<file path="src/design/b64d_pkg.sv">
// Shared types, constants and decode functions for the base64 stream decoder.
package b64d_pkg;

  localparam int CharW = 8;
  localparam int ByteW = 8;
  localparam int SymW  = 7;
  localparam int BitsW = 6;
  localparam int AccW  = 24;
  localparam int PadW  = 3;
  localparam int HeldW = 2;
  localparam int CntW  = 2;

  localparam int QueueDepthDef = 4;

  localparam logic [SymW-1:0] SymPad  = 7'd64;
  localparam logic [SymW-1:0] SymSkip = 7'd65;
  localparam logic [SymW-1:0] SymPlus = 7'd62;
  localparam logic [SymW-1:0] SymSlash = 7'd63;

  localparam logic [CharW-1:0] ChUpA   = 8'h41;
  localparam logic [CharW-1:0] ChUpZ   = 8'h5A;
  localparam logic [CharW-1:0] ChLoA   = 8'h61;
  localparam logic [CharW-1:0] ChLoZ   = 8'h7A;
  localparam logic [CharW-1:0] ChDig0  = 8'h30;
  localparam logic [CharW-1:0] ChDig9  = 8'h39;
  localparam logic [CharW-1:0] ChPlus  = 8'h2B;
  localparam logic [CharW-1:0] ChMinus = 8'h2D;
  localparam logic [CharW-1:0] ChSlash = 8'h2F;
  localparam logic [CharW-1:0] ChUnder = 8'h5F;
  localparam logic [CharW-1:0] ChEq    = 8'h3D;

  localparam logic [CharW-1:0] LowerBase = 8'd26;
  localparam logic [CharW-1:0] DigitBase = 8'd52;

  localparam logic [PadW-1:0] PadsNoBytes = 3'd3;

  typedef struct packed {
    logic [AccW-1:0] bits;
    logic [CntW-1:0] nbytes;
    logic            done;
  } b64d_grp_t;

  function automatic logic [SymW-1:0] sym_decode(input logic [CharW-1:0] ch);
    logic [SymW-1:0] s;
    s = SymSkip;
    if (ch >= ChUpA && ch <= ChUpZ) begin
      s = SymW'(ch - ChUpA);
    end else if (ch >= ChLoA && ch <= ChLoZ) begin
      s = SymW'(ch - ChLoA + LowerBase);
    end else if (ch >= ChDig0 && ch <= ChDig9) begin
      s = SymW'(ch - ChDig0 + DigitBase);
    end else if (ch == ChPlus || ch == ChMinus) begin
      s = SymPlus;
    end else if (ch == ChSlash || ch == ChUnder) begin
      s = SymSlash;
    end else if (ch == ChEq) begin
      s = SymPad;
    end
    return s;
  endfunction

  function automatic logic [CntW-1:0] bytes_for_pads(input logic [PadW-1:0] pads);
    logic [CntW-1:0] n;
    if (pads >= PadsNoBytes) begin
      n = '0;
    end else begin
      n = CntW'(PadsNoBytes - pads);
    end
    return n;
  endfunction

endpackage

</file>
<file path="src/design/b64d_chan_if.sv">
// Valid/ready channel interfaces for text characters and decoded bytes.
interface b64d_in_if;
  import b64d_pkg::*;

  logic             valid;
  logic             ready;
  logic [CharW-1:0] char_code;
  logic             end_of_text;

  modport source (output valid, output char_code, output end_of_text, input ready);
  modport sink   (input valid, input char_code, input end_of_text, output ready);
endinterface

interface b64d_out_if;
  import b64d_pkg::*;

  logic             valid;
  logic             ready;
  logic [ByteW-1:0] out_byte;
  logic             last_in_run;
  logic             text_done;

  modport source (output valid, output out_byte, output last_in_run, output text_done,
                  input ready);
  modport sink   (input valid, input out_byte, input last_in_run, input text_done,
                  output ready);
endinterface

</file>
<file path="src/design/b64d_front.sv">
// Front end: classifies characters, gathers quartets and forms byte groups.
module b64d_front (
  input  logic                 clk,
  input  logic                 rst_n,
  b64d_in_if.sink              in_chan,
  input  logic                 q_full,
  output logic                 push,
  output b64d_pkg::b64d_grp_t  push_grp
);
  import b64d_pkg::*;

  logic [AccW-1:0]  acc_r, acc_nxt;
  logic [HeldW-1:0] held_r, held_nxt;
  logic [PadW-1:0]  pads_r, pads_nxt;

  logic [SymW-1:0]  sym;
  logic             is_skip;
  logic             is_pad;
  logic [BitsW-1:0] bits6;
  logic [AccW-1:0]  acc_shift;
  logic [PadW-1:0]  pads_inc;
  logic [AccW-1:0]  acc_a;
  logic [HeldW-1:0] held_a;
  logic [PadW-1:0]  pads_a;
  logic [PadW-1:0]  pads_f;
  logic [AccW-1:0]  grp_bits;
  logic [CntW-1:0]  grp_n;
  logic             accept;

  assign in_chan.ready = !q_full;
  assign accept        = in_chan.valid && !q_full;

  always_comb begin
    sym       = sym_decode(in_chan.char_code);
    is_skip   = (sym == SymSkip);
    is_pad    = (sym == SymPad);
    bits6     = is_pad ? '0 : sym[BitsW-1:0];
    acc_shift = {acc_r[AccW-BitsW-1:0], bits6};
    pads_inc  = pads_r + PadW'(is_pad);

    acc_a    = acc_r;
    held_a   = held_r;
    pads_a   = pads_r;
    grp_bits = '0;
    grp_n    = '0;
    pads_f   = '0;

    if (!is_skip) begin
      if (held_r == HeldW'(3)) begin
        grp_bits = acc_shift;
        grp_n    = bytes_for_pads(pads_inc);
        acc_a    = '0;
        held_a   = '0;
        pads_a   = '0;
      end else begin
        acc_a  = acc_shift;
        held_a = held_r + HeldW'(1);
        pads_a = pads_inc;
      end
    end

    // pad a partial quartet out to four symbols on end of text
    if (in_chan.end_of_text && held_a != '0) begin
      unique case (held_a)
        HeldW'(1): begin
          grp_bits = {acc_a[BitsW-1:0], {(AccW-BitsW){1'b0}}};
          pads_f   = pads_a + PadW'(3);
        end
        HeldW'(2): begin
          grp_bits = {acc_a[2*BitsW-1:0], {(AccW-2*BitsW){1'b0}}};
          pads_f   = pads_a + PadW'(2);
        end
        default: begin
          grp_bits = {acc_a[3*BitsW-1:0], {(AccW-3*BitsW){1'b0}}};
          pads_f   = pads_a + PadW'(1);
        end
      endcase
      grp_n = bytes_for_pads(pads_f);
    end
  end

  always_comb begin
    acc_nxt  = acc_r;
    held_nxt = held_r;
    pads_nxt = pads_r;
    if (accept) begin
      if (in_chan.end_of_text) begin
        acc_nxt  = '0;
        held_nxt = '0;
        pads_nxt = '0;
      end else begin
        acc_nxt  = acc_a;
        held_nxt = held_a;
        pads_nxt = pads_a;
      end
    end
  end

  assign push            = accept && (grp_n != '0);
  assign push_grp.bits   = grp_bits;
  assign push_grp.nbytes = grp_n;
  assign push_grp.done   = in_chan.end_of_text;

  always_ff @(posedge clk) begin
    if (!rst_n) begin
      acc_r  <= '0;
      held_r <= '0;
      pads_r <= '0;
    end else begin
      acc_r  <= acc_nxt;
      held_r <= held_nxt;
      pads_r <= pads_nxt;
    end
  end

endmodule

</file>
<file path="src/design/b64d_queue.sv">
// Short group queue between the front end and the byte serializer.
module b64d_queue #(
  parameter int Depth = b64d_pkg::QueueDepthDef
) (
  input  logic                 clk,
  input  logic                 rst_n,
  input  logic                 push,
  input  b64d_pkg::b64d_grp_t  push_grp,
  output logic                 full,
  input  logic                 pop,
  output logic                 head_valid,
  output b64d_pkg::b64d_grp_t  head_grp
);
  import b64d_pkg::*;

  localparam int PtrW = (Depth > 1) ? $clog2(Depth) : 1;
  localparam int CntQW = $clog2(Depth + 1);

  b64d_grp_t        mem_r [Depth];
  logic [PtrW-1:0]  wr_ptr_r, wr_ptr_nxt;
  logic [PtrW-1:0]  rd_ptr_r, rd_ptr_nxt;
  logic [CntQW-1:0] cnt_r, cnt_nxt;
  logic             do_push;
  logic             do_pop;

  assign full       = (cnt_r == CntQW'(Depth));
  assign head_valid = (cnt_r != '0);
  assign head_grp   = mem_r[rd_ptr_r];
  assign do_push    = push && !full;
  assign do_pop     = pop && head_valid;

  always_comb begin
    wr_ptr_nxt = wr_ptr_r;
    rd_ptr_nxt = rd_ptr_r;
    cnt_nxt    = cnt_r;
    if (do_push) begin
      wr_ptr_nxt = (wr_ptr_r == PtrW'(Depth - 1)) ? '0 : wr_ptr_r + PtrW'(1);
    end
    if (do_pop) begin
      rd_ptr_nxt = (rd_ptr_r == PtrW'(Depth - 1)) ? '0 : rd_ptr_r + PtrW'(1);
    end
    if (do_push && !do_pop) begin
      cnt_nxt = cnt_r + CntQW'(1);
    end else if (do_pop && !do_push) begin
      cnt_nxt = cnt_r - CntQW'(1);
    end
  end

  always_ff @(posedge clk) begin
    if (do_push) begin
      mem_r[wr_ptr_r] <= push_grp;
    end
  end

  always_ff @(posedge clk) begin
    if (!rst_n) begin
      wr_ptr_r <= '0;
      rd_ptr_r <= '0;
      cnt_r    <= '0;
    end else begin
      wr_ptr_r <= wr_ptr_nxt;
      rd_ptr_r <= rd_ptr_nxt;
      cnt_r    <= cnt_nxt;
    end
  end

endmodule

</file>
<file path="src/design/b64d_back.sv">
// Back end: serializes each group into bytes through an output register.
module b64d_back (
  input  logic                 clk,
  input  logic                 rst_n,
  input  logic                 head_valid,
  input  b64d_pkg::b64d_grp_t  head_grp,
  output logic                 pop,
  b64d_out_if.source           out_chan
);
  import b64d_pkg::*;

  logic [CntW-1:0]  idx_r, idx_nxt;
  logic             valid_r, valid_nxt;
  logic [ByteW-1:0] byte_r, byte_nxt;
  logic             last_r, last_nxt;
  logic             done_r, done_nxt;
  logic             take;
  logic             is_last;
  logic [ByteW-1:0] sel_byte;

  assign take    = !valid_r || out_chan.ready;
  assign is_last = (idx_r == head_grp.nbytes - CntW'(1));

  always_comb begin
    unique case (idx_r)
      CntW'(0): sel_byte = head_grp.bits[AccW-1 -: ByteW];
      CntW'(1): sel_byte = head_grp.bits[AccW-ByteW-1 -: ByteW];
      default:  sel_byte = head_grp.bits[ByteW-1:0];
    endcase
  end

  always_comb begin
    idx_nxt   = idx_r;
    valid_nxt = valid_r;
    byte_nxt  = byte_r;
    last_nxt  = last_r;
    done_nxt  = done_r;
    pop       = 1'b0;
    if (take) begin
      valid_nxt = head_valid;
      if (head_valid) begin
        byte_nxt = sel_byte;
        last_nxt = is_last;
        done_nxt = is_last && head_grp.done;
        if (is_last) begin
          idx_nxt = '0;
          pop     = 1'b1;
        end else begin
          idx_nxt = idx_r + CntW'(1);
        end
      end
    end
  end

  assign out_chan.valid       = valid_r;
  assign out_chan.out_byte    = byte_r;
  assign out_chan.last_in_run = last_r;
  assign out_chan.text_done   = done_r;

  always_ff @(posedge clk) begin
    if (!rst_n) begin
      idx_r   <= '0;
      valid_r <= 1'b0;
    end else begin
      idx_r   <= idx_nxt;
      valid_r <= valid_nxt;
    end
  end

  always_ff @(posedge clk) begin
    byte_r <= byte_nxt;
    last_r <= last_nxt;
    done_r <= done_nxt;
  end

endmodule

</file>
<file path="src/design/base64_stream_decoder_core.sv">
// Top level of the base64 stream decoder: front end, group queue and byte serializer.
//
//   channel   dir  request payload
//   in_chan   in   char_code[7:0], end_of_text
//   out_chan  out  out_byte[7:0], last_in_run, text_done
//
// One character is taken per cycle while the group queue is not full; each yields
// a group of 0 to 3 bytes. The serializer sends one byte per cycle while out_chan
// is ready, so a full quartet holds the output for 3 bytes; characters keep flowing
// until the QueueDepth-entry group queue fills. Bytes pass the queue, then the output register.
// Reset (rst_n low, synchronous) clears the quartet state, queue and output.
module base64_stream_decoder_core #(
  parameter int QueueDepth = b64d_pkg::QueueDepthDef
) (
  input  logic        clk,
  input  logic        rst_n,
  b64d_in_if.sink     in_chan,
  b64d_out_if.source  out_chan
);
  import b64d_pkg::*;

  logic      push;
  b64d_grp_t push_grp;
  logic      q_full;
  logic      pop;
  logic      head_valid;
  b64d_grp_t head_grp;

  b64d_front u_front (
    .clk      (clk),
    .rst_n    (rst_n),
    .in_chan  (in_chan),
    .q_full   (q_full),
    .push     (push),
    .push_grp (push_grp)
  );

  b64d_queue #(
    .Depth (QueueDepth)
  ) u_queue (
    .clk        (clk),
    .rst_n      (rst_n),
    .push       (push),
    .push_grp   (push_grp),
    .full       (q_full),
    .pop        (pop),
    .head_valid (head_valid),
    .head_grp   (head_grp)
  );

  b64d_back u_back (
    .clk        (clk),
    .rst_n      (rst_n),
    .head_valid (head_valid),
    .head_grp   (head_grp),
    .pop        (pop),
    .out_chan   (out_chan)
  );

endmodule

</file>
<file path="src/flat_wrapper.sv">
// flat-port wrapper written by rule: the top's interface ports become plain ports
module base64_stream_decoder_core_flat import b64d_pkg::*;
#(
  parameter int QueueDepth = b64d_pkg::QueueDepthDef
)
  (clk, rst_n, in_chan_valid, in_chan_char_code, in_chan_end_of_text, in_chan_ready, out_chan_valid, out_chan_out_byte, out_chan_last_in_run, out_chan_text_done, out_chan_ready);
  b64d_in_if in_chan_i ();
  b64d_out_if out_chan_i ();
  input  logic clk;
  input  logic rst_n;
  input wire logic [$bits(in_chan_i.valid)-1:0] in_chan_valid;
  input wire logic [$bits(in_chan_i.char_code)-1:0] in_chan_char_code;
  input wire logic [$bits(in_chan_i.end_of_text)-1:0] in_chan_end_of_text;
  output wire logic [$bits(in_chan_i.ready)-1:0] in_chan_ready;
  output wire logic [$bits(out_chan_i.valid)-1:0] out_chan_valid;
  output wire logic [$bits(out_chan_i.out_byte)-1:0] out_chan_out_byte;
  output wire logic [$bits(out_chan_i.last_in_run)-1:0] out_chan_last_in_run;
  output wire logic [$bits(out_chan_i.text_done)-1:0] out_chan_text_done;
  input wire logic [$bits(out_chan_i.ready)-1:0] out_chan_ready;
  assign in_chan_i.valid = in_chan_valid;
  assign in_chan_i.char_code = in_chan_char_code;
  assign in_chan_i.end_of_text = in_chan_end_of_text;
  assign in_chan_ready = in_chan_i.ready;
  assign out_chan_valid = out_chan_i.valid;
  assign out_chan_out_byte = out_chan_i.out_byte;
  assign out_chan_last_in_run = out_chan_i.last_in_run;
  assign out_chan_text_done = out_chan_i.text_done;
  assign out_chan_i.ready = out_chan_ready;
  base64_stream_decoder_core #(.QueueDepth(QueueDepth)) u_core (.clk(clk), .rst_n(rst_n), .in_chan(in_chan_i), .out_chan(out_chan_i));
endmodule
</file>
<file path="config.mk">
export PLATFORM = sky130hd
export DESIGN_NAME = base64_stream_decoder_core_flat
export DESIGN_NICKNAME = d
export VERILOG_FILES = /design/src/design/b64d_pkg.sv /design/src/design/b64d_chan_if.sv /design/src/design/b64d_front.sv /design/src/design/b64d_queue.sv /design/src/design/b64d_back.sv /design/src/design/base64_stream_decoder_core.sv /design/src/flat_wrapper.sv
export SDC_FILE = /design/constraint.sdc
export NUM_CORES = 1
export LEC_CHECK = 0
export ABC_AREA = 1
export ABC_CLOCK_PERIOD_IN_PS = 15500
export BUFFER_PORTS_ARGS = -buffer_cell sky130_fd_sc_hd__buf_4
export CORE_ASPECT_RATIO = 0.5
export CORE_UTILIZATION = 60
export CTS_CLUSTER_DIAMETER = 50
export DETAILED_ROUTE_END_ITERATION = 10
export GPL_TIMING_DRIVEN = 1
export PLACE_DENSITY = 0.82
export SLEW_MARGIN = 20
export SYNTH_ARGS = -nofsm -noshare
export SYNTH_HDL_FRONTEND = slang
export SYNTH_SLANG_ARGS = --single-unit
</file>
<file path="constraint.sdc">
create_clock -name clk -period 15.5 [get_ports clk]
set_input_delay 3.1 -clock clk [delete_from_list [all_inputs] [get_ports clk]]
set_output_delay 3.1 -clock clk [all_outputs]
set_load 0.02 [all_outputs]
</file>
==> summary.txt <==
Floorplan
  – Initial Utilization: 62.7%
  – Die Footprint: 13000 µm²
  – Placeable Area: 12000 µm²
  – Rows: 28
  – Chip Width: 161 µm
  – Die Ht: 81.3 µm
  – IO Pins: 25

Timing
  – Final hold viol count: 0
  – Relative slew margins: 34.5%
  – Slew @ Worst Pin: 0.979 ns
  – Fin crit period: 8.25 ns
  – Unrepaired setup endpoints after global routing: no
  – Max-slew violation count: 0
  – Clock skew: 0.00982 ns
  – F_max: 121 MHz
  – Crit share post-route: 53.2%
  – Setup TNS: 0 ns
  – Endpoints failing setup: 0
  – Final setup margin: 7.25 ns

Clock tree
  – TritonCTS Sinks: 153
  – Max Buffers Root-to-Sink: 2
  – Root buf cell: clkbuf_16
  – Cts repair resizes: 0
  – Clock Pin Slew Worst Setup and Hold Paths: 0.06 ns
  – H-Tree Depth: 4
  – Post-CTS Setup Inserts: 0
  – Hold bufs inserted after CTS: 0
  – Worst-Skew Late Latency: 0.42 ns
  – TritonCTS clock tree: yes
  – Total CTS buffers: 17

GRT
  – Total GRT Usage: 28.5%
  – GRT overflow: 0
  – Vias in the first global route: 5609
  – Global-route wire length before repair: 28100 µm
  – Largest net degree at the start of global routing: 56
  – Initial antenna violation count: 1

Routing
  – Post-route ant nets: 0
  – Routed len/inst: 17.6 µm
  – 1st-iter DRT viols: 724
  – TritonRoute pass-1 iters: 5
  – WL final: 17900 µm
  – DR vias/cell: 5.91
  – DRC viols: 0
  – Vias: 6004

Worst setup path
  – Worst r2r src: u_core.u_front.held_r[0]$_SDFFE_PN0P_
  – CP dominant cell by count: nand2_1
  – Crit-path max cell delay: 0.78 ns
  – Worst r2r dst: u_core.u_queue.cnt_r[1]$_SDFFE_PN0P_
  – FF-to-FF path depth: 17
  – Crit path kind: in -> reg
  – Worst R2R Setup Slack: 11.18 ns
  – Crit-path slowest cell: nand3_1
  – Crit. End Element: flop
  – CP delay by family, top: simple AND/OR/NAND/NOR gates
  – Worst setup SP type: input port
  – CP Max Fanout: 26
  – Critical path data arrival time: 8.55 ns
  – CP Data Required Time: 15.80 ns
  – CP Buf/Inv Count: 7

Synth
  – Synth Area in XOR/XNOR: 0.813%
  – Synth Instances: 824
  – Post-synthesis simple-gate area fraction: 18.9%
  – Largest family of logic cells by synthesized area: simple AND/OR/NAND/NOR gates
  – Syn_area_per_cell: 9.15 µm²
  – Post-synthesis adder-cell area fraction: 4.18%
  – Synth Flop Type: edfxtp_1
  – Largest area contributor in the netlist: edfxtp_1
  – Synth Register Bits: 153
  – Mux cell area share after synthesis: 0%
  – Async SR Flop Fraction: 0%
  – Yosys cell types: 39
  – Number of synthesized flops with an enable pin: 118
  – Leading post-synthesis cells by cell area: edfxtp_1, dfxtp_1, nand2_1
  – Synth Area in Compound Gates: 13.3%
  – Top-count cell post-synth: nand2_1
  – Synthesized area: 7540 µm²
  – Seq/Total Area, Yosys: 56.3%
  – Top post-synthesis cells by count: nand2_1, edfxtp_1, nor2_1
  – Syn_nets: 861
  – Syn. warnings: 0
  – Yosys top cell area share: 47.0%

Cells and area
  – Post-layout util: 70.2%
  – NumNets Final: 877
  – N_diodes: 0
  – Share of layout cells above drive strength 1: 11.5%
  – Filler Cells Inserted: 882
  – Area growth from synthesis to layout: 11.9%

Placement
  – Final Wtd Congestion: 0.913
  – IO Port Bufs: 24
  – Dpl ws: 6.94 ns
  – Dpl hpwl: 11100 µm

Worst hold path
  – Worst hold stages: 2
  – Hold WC Path Type: reg -> reg
  – HP Start: u_core.u_front.acc_r[3]$_SDFFE_PN0P_
  – Hold Path End: u_core.u_front.acc_r[3]$_SDFFE_PN0P_

Run status
  – Outcome: finished, final reports clean

Flow run
  – Max Cap Viol: 0

Pwr
  – Leak: 3.23 nW
  – Cell Pwr Density: 150 nW/µm²
  – Maximum VDD drop: 0.0000877 V
logic make-up after synthesis:
kind of cell / Yosys count
adders and majority gates: 24
xor gates and xnor gates: 7
DFF: 153
buffers and inverters: 126
and+or+nand+nor: 335
AOI/OAI and AO/OA: 179
worst register-to-register path: stages, from the launching register on:
cell      delay (ns)
dfxtp_1         0.34
ha_1            0.32
o21ai_0         0.17
o21ai_0         0.17
ha_1            0.25
nor2_1          0.22
clkinv_1        0.34
nand3_1         0.78
nor2_1          0.14
a21oi_2         0.20
nand2_2         0.10
nand2_1         0.20
inv_1           0.07
ha_1            0.19
inv_1           0.10
fa_1            0.40
o21ai_0         0.16
a21oi_1         0.05
where the power goes:
group | total [mW] | switching [mW] | leakage (nW) | internal, mW
clock | 0.413 | 0.161 | 0.283 | 0.252
combinational | 0.343 | 0.239 | 1.59 | 0.104
sequential | 0.508 | 0.0145 | 1.36 | 0.493
total | 1.26 | 0.415 | 3.23 | 0.849
cells in the final DEF (no fill, tap or decap), types with 3 or more instances in the layout:
cell / n
clkbuf_16: 17
nand2_1: 173
a21oi_1: 45
bufinv_16: 3
nor2_4: 3
dfxtp_1: 35
edfxtp_1: 118
nor2_1: 86
xor2_1: 5
clkinv_1: 3
o21ai_1: 3
ha_1: 22
buf_4: 32
inv_1: 79
o221ai_1: 6
nor2_2: 7
o22ai_1: 49
nand2_2: 7
clkinv_2: 3
inv_2: 9
nand4_1: 3
nand3_1: 45
o21ai_0: 68
how the worst max path moves through the flow:
| stage | from | end | slack, ns | cells after the start |
|---|---|---|---|---|
| finish | in_chan_char_code[3] | u_core.u_queue.cnt_r[1]$_SDFFE_PN0P_ | 7.25 | 31 |
| global route | in_chan_char_code[3] | u_core.u_queue.cnt_r[1]$_SDFFE_PN0P_ | 6.81 | 31 |
| CTS | in_chan_char_code[3] | u_core.u_queue.cnt_r[1]$_SDFFE_PN0P_ | 7.36 | 31 |
| detailed placement | in_chan_char_code[3] | u_core.u_queue.cnt_r[1]$_SDFFE_PN0P_ | 6.94 | 31 |
| global placement | in_chan_char_code[3] | u_core.u_queue.cnt_r[1]$_SDFFE_PN0P_ | 7.14 | 31 |
| floorplan | in_chan_char_code[2] | u_core.u_queue.mem_r[0][0]$_DFFE_PP_ | 7.59 | 28 |
registers in the layout, summed over array words and instances (netlist names), named ones only:
register / flops
u_core.u_back.out_chan.valid: 1
u_core.u_back.out_chan.out_byte: 8
u_core.u_queue.rd_ptr_r: 2
u_core.u_queue.cnt_r: 3
u_core.u_queue.mem_r: 108
u_core.u_front.held_r: 2
u_core.u_front.acc_r: 18
u_core.u_back.idx_r: 2
u_core.u_front.pads_r: 3
u_core.u_queue.wr_ptr_r: 2
u_core.u_back.out_chan.last_in_run: 1
u_core.u_back.out_chan.text_done: 1
per-layer routing:
metal / up-vias / share of wire (%) / global-route usage (%)
li1: 2840 / - / -
met4: 0 / 1.9 / 11.5
met1: 2754 / 42 / 37.3
met3: 49 / 10 / 5.21
met5: - / 0 / 0
met2: 361 / 46 / 48.0
layout make-up:
| class | instances | area, µm² | area share [%] |
|---|---|---|---|
| Clock buffer | 19 | 433 | 5.13 |
| Multi-Input combinational cell | 545 | 2820 | 33.5 |
| Tap cell | 165 | 206 | 2.45 |
| Clock inverter | 11 | 148 | 1.75 |
| Sequential cell | 153 | 4240 | 50.3 |
| Inverter | 91 | 342 | 4.05 |
| Timing Repair Buffer | 32 | 240 | 2.85 |
through the flow:
step                power (mW)  cells  instance area [µm²]  hold WS, ns
finish                    1.26   1016                 8440        0.467
floorplan                0.748    824                 7540        0.445
CTS                       1.26   1016                 8440        0.465
global route              1.32   1016                 8440        0.489
global placement         0.839    986                 7860        0.452
detailed placement       0.849    986                 7860        0.456
(Power assumes the default switching activity.)
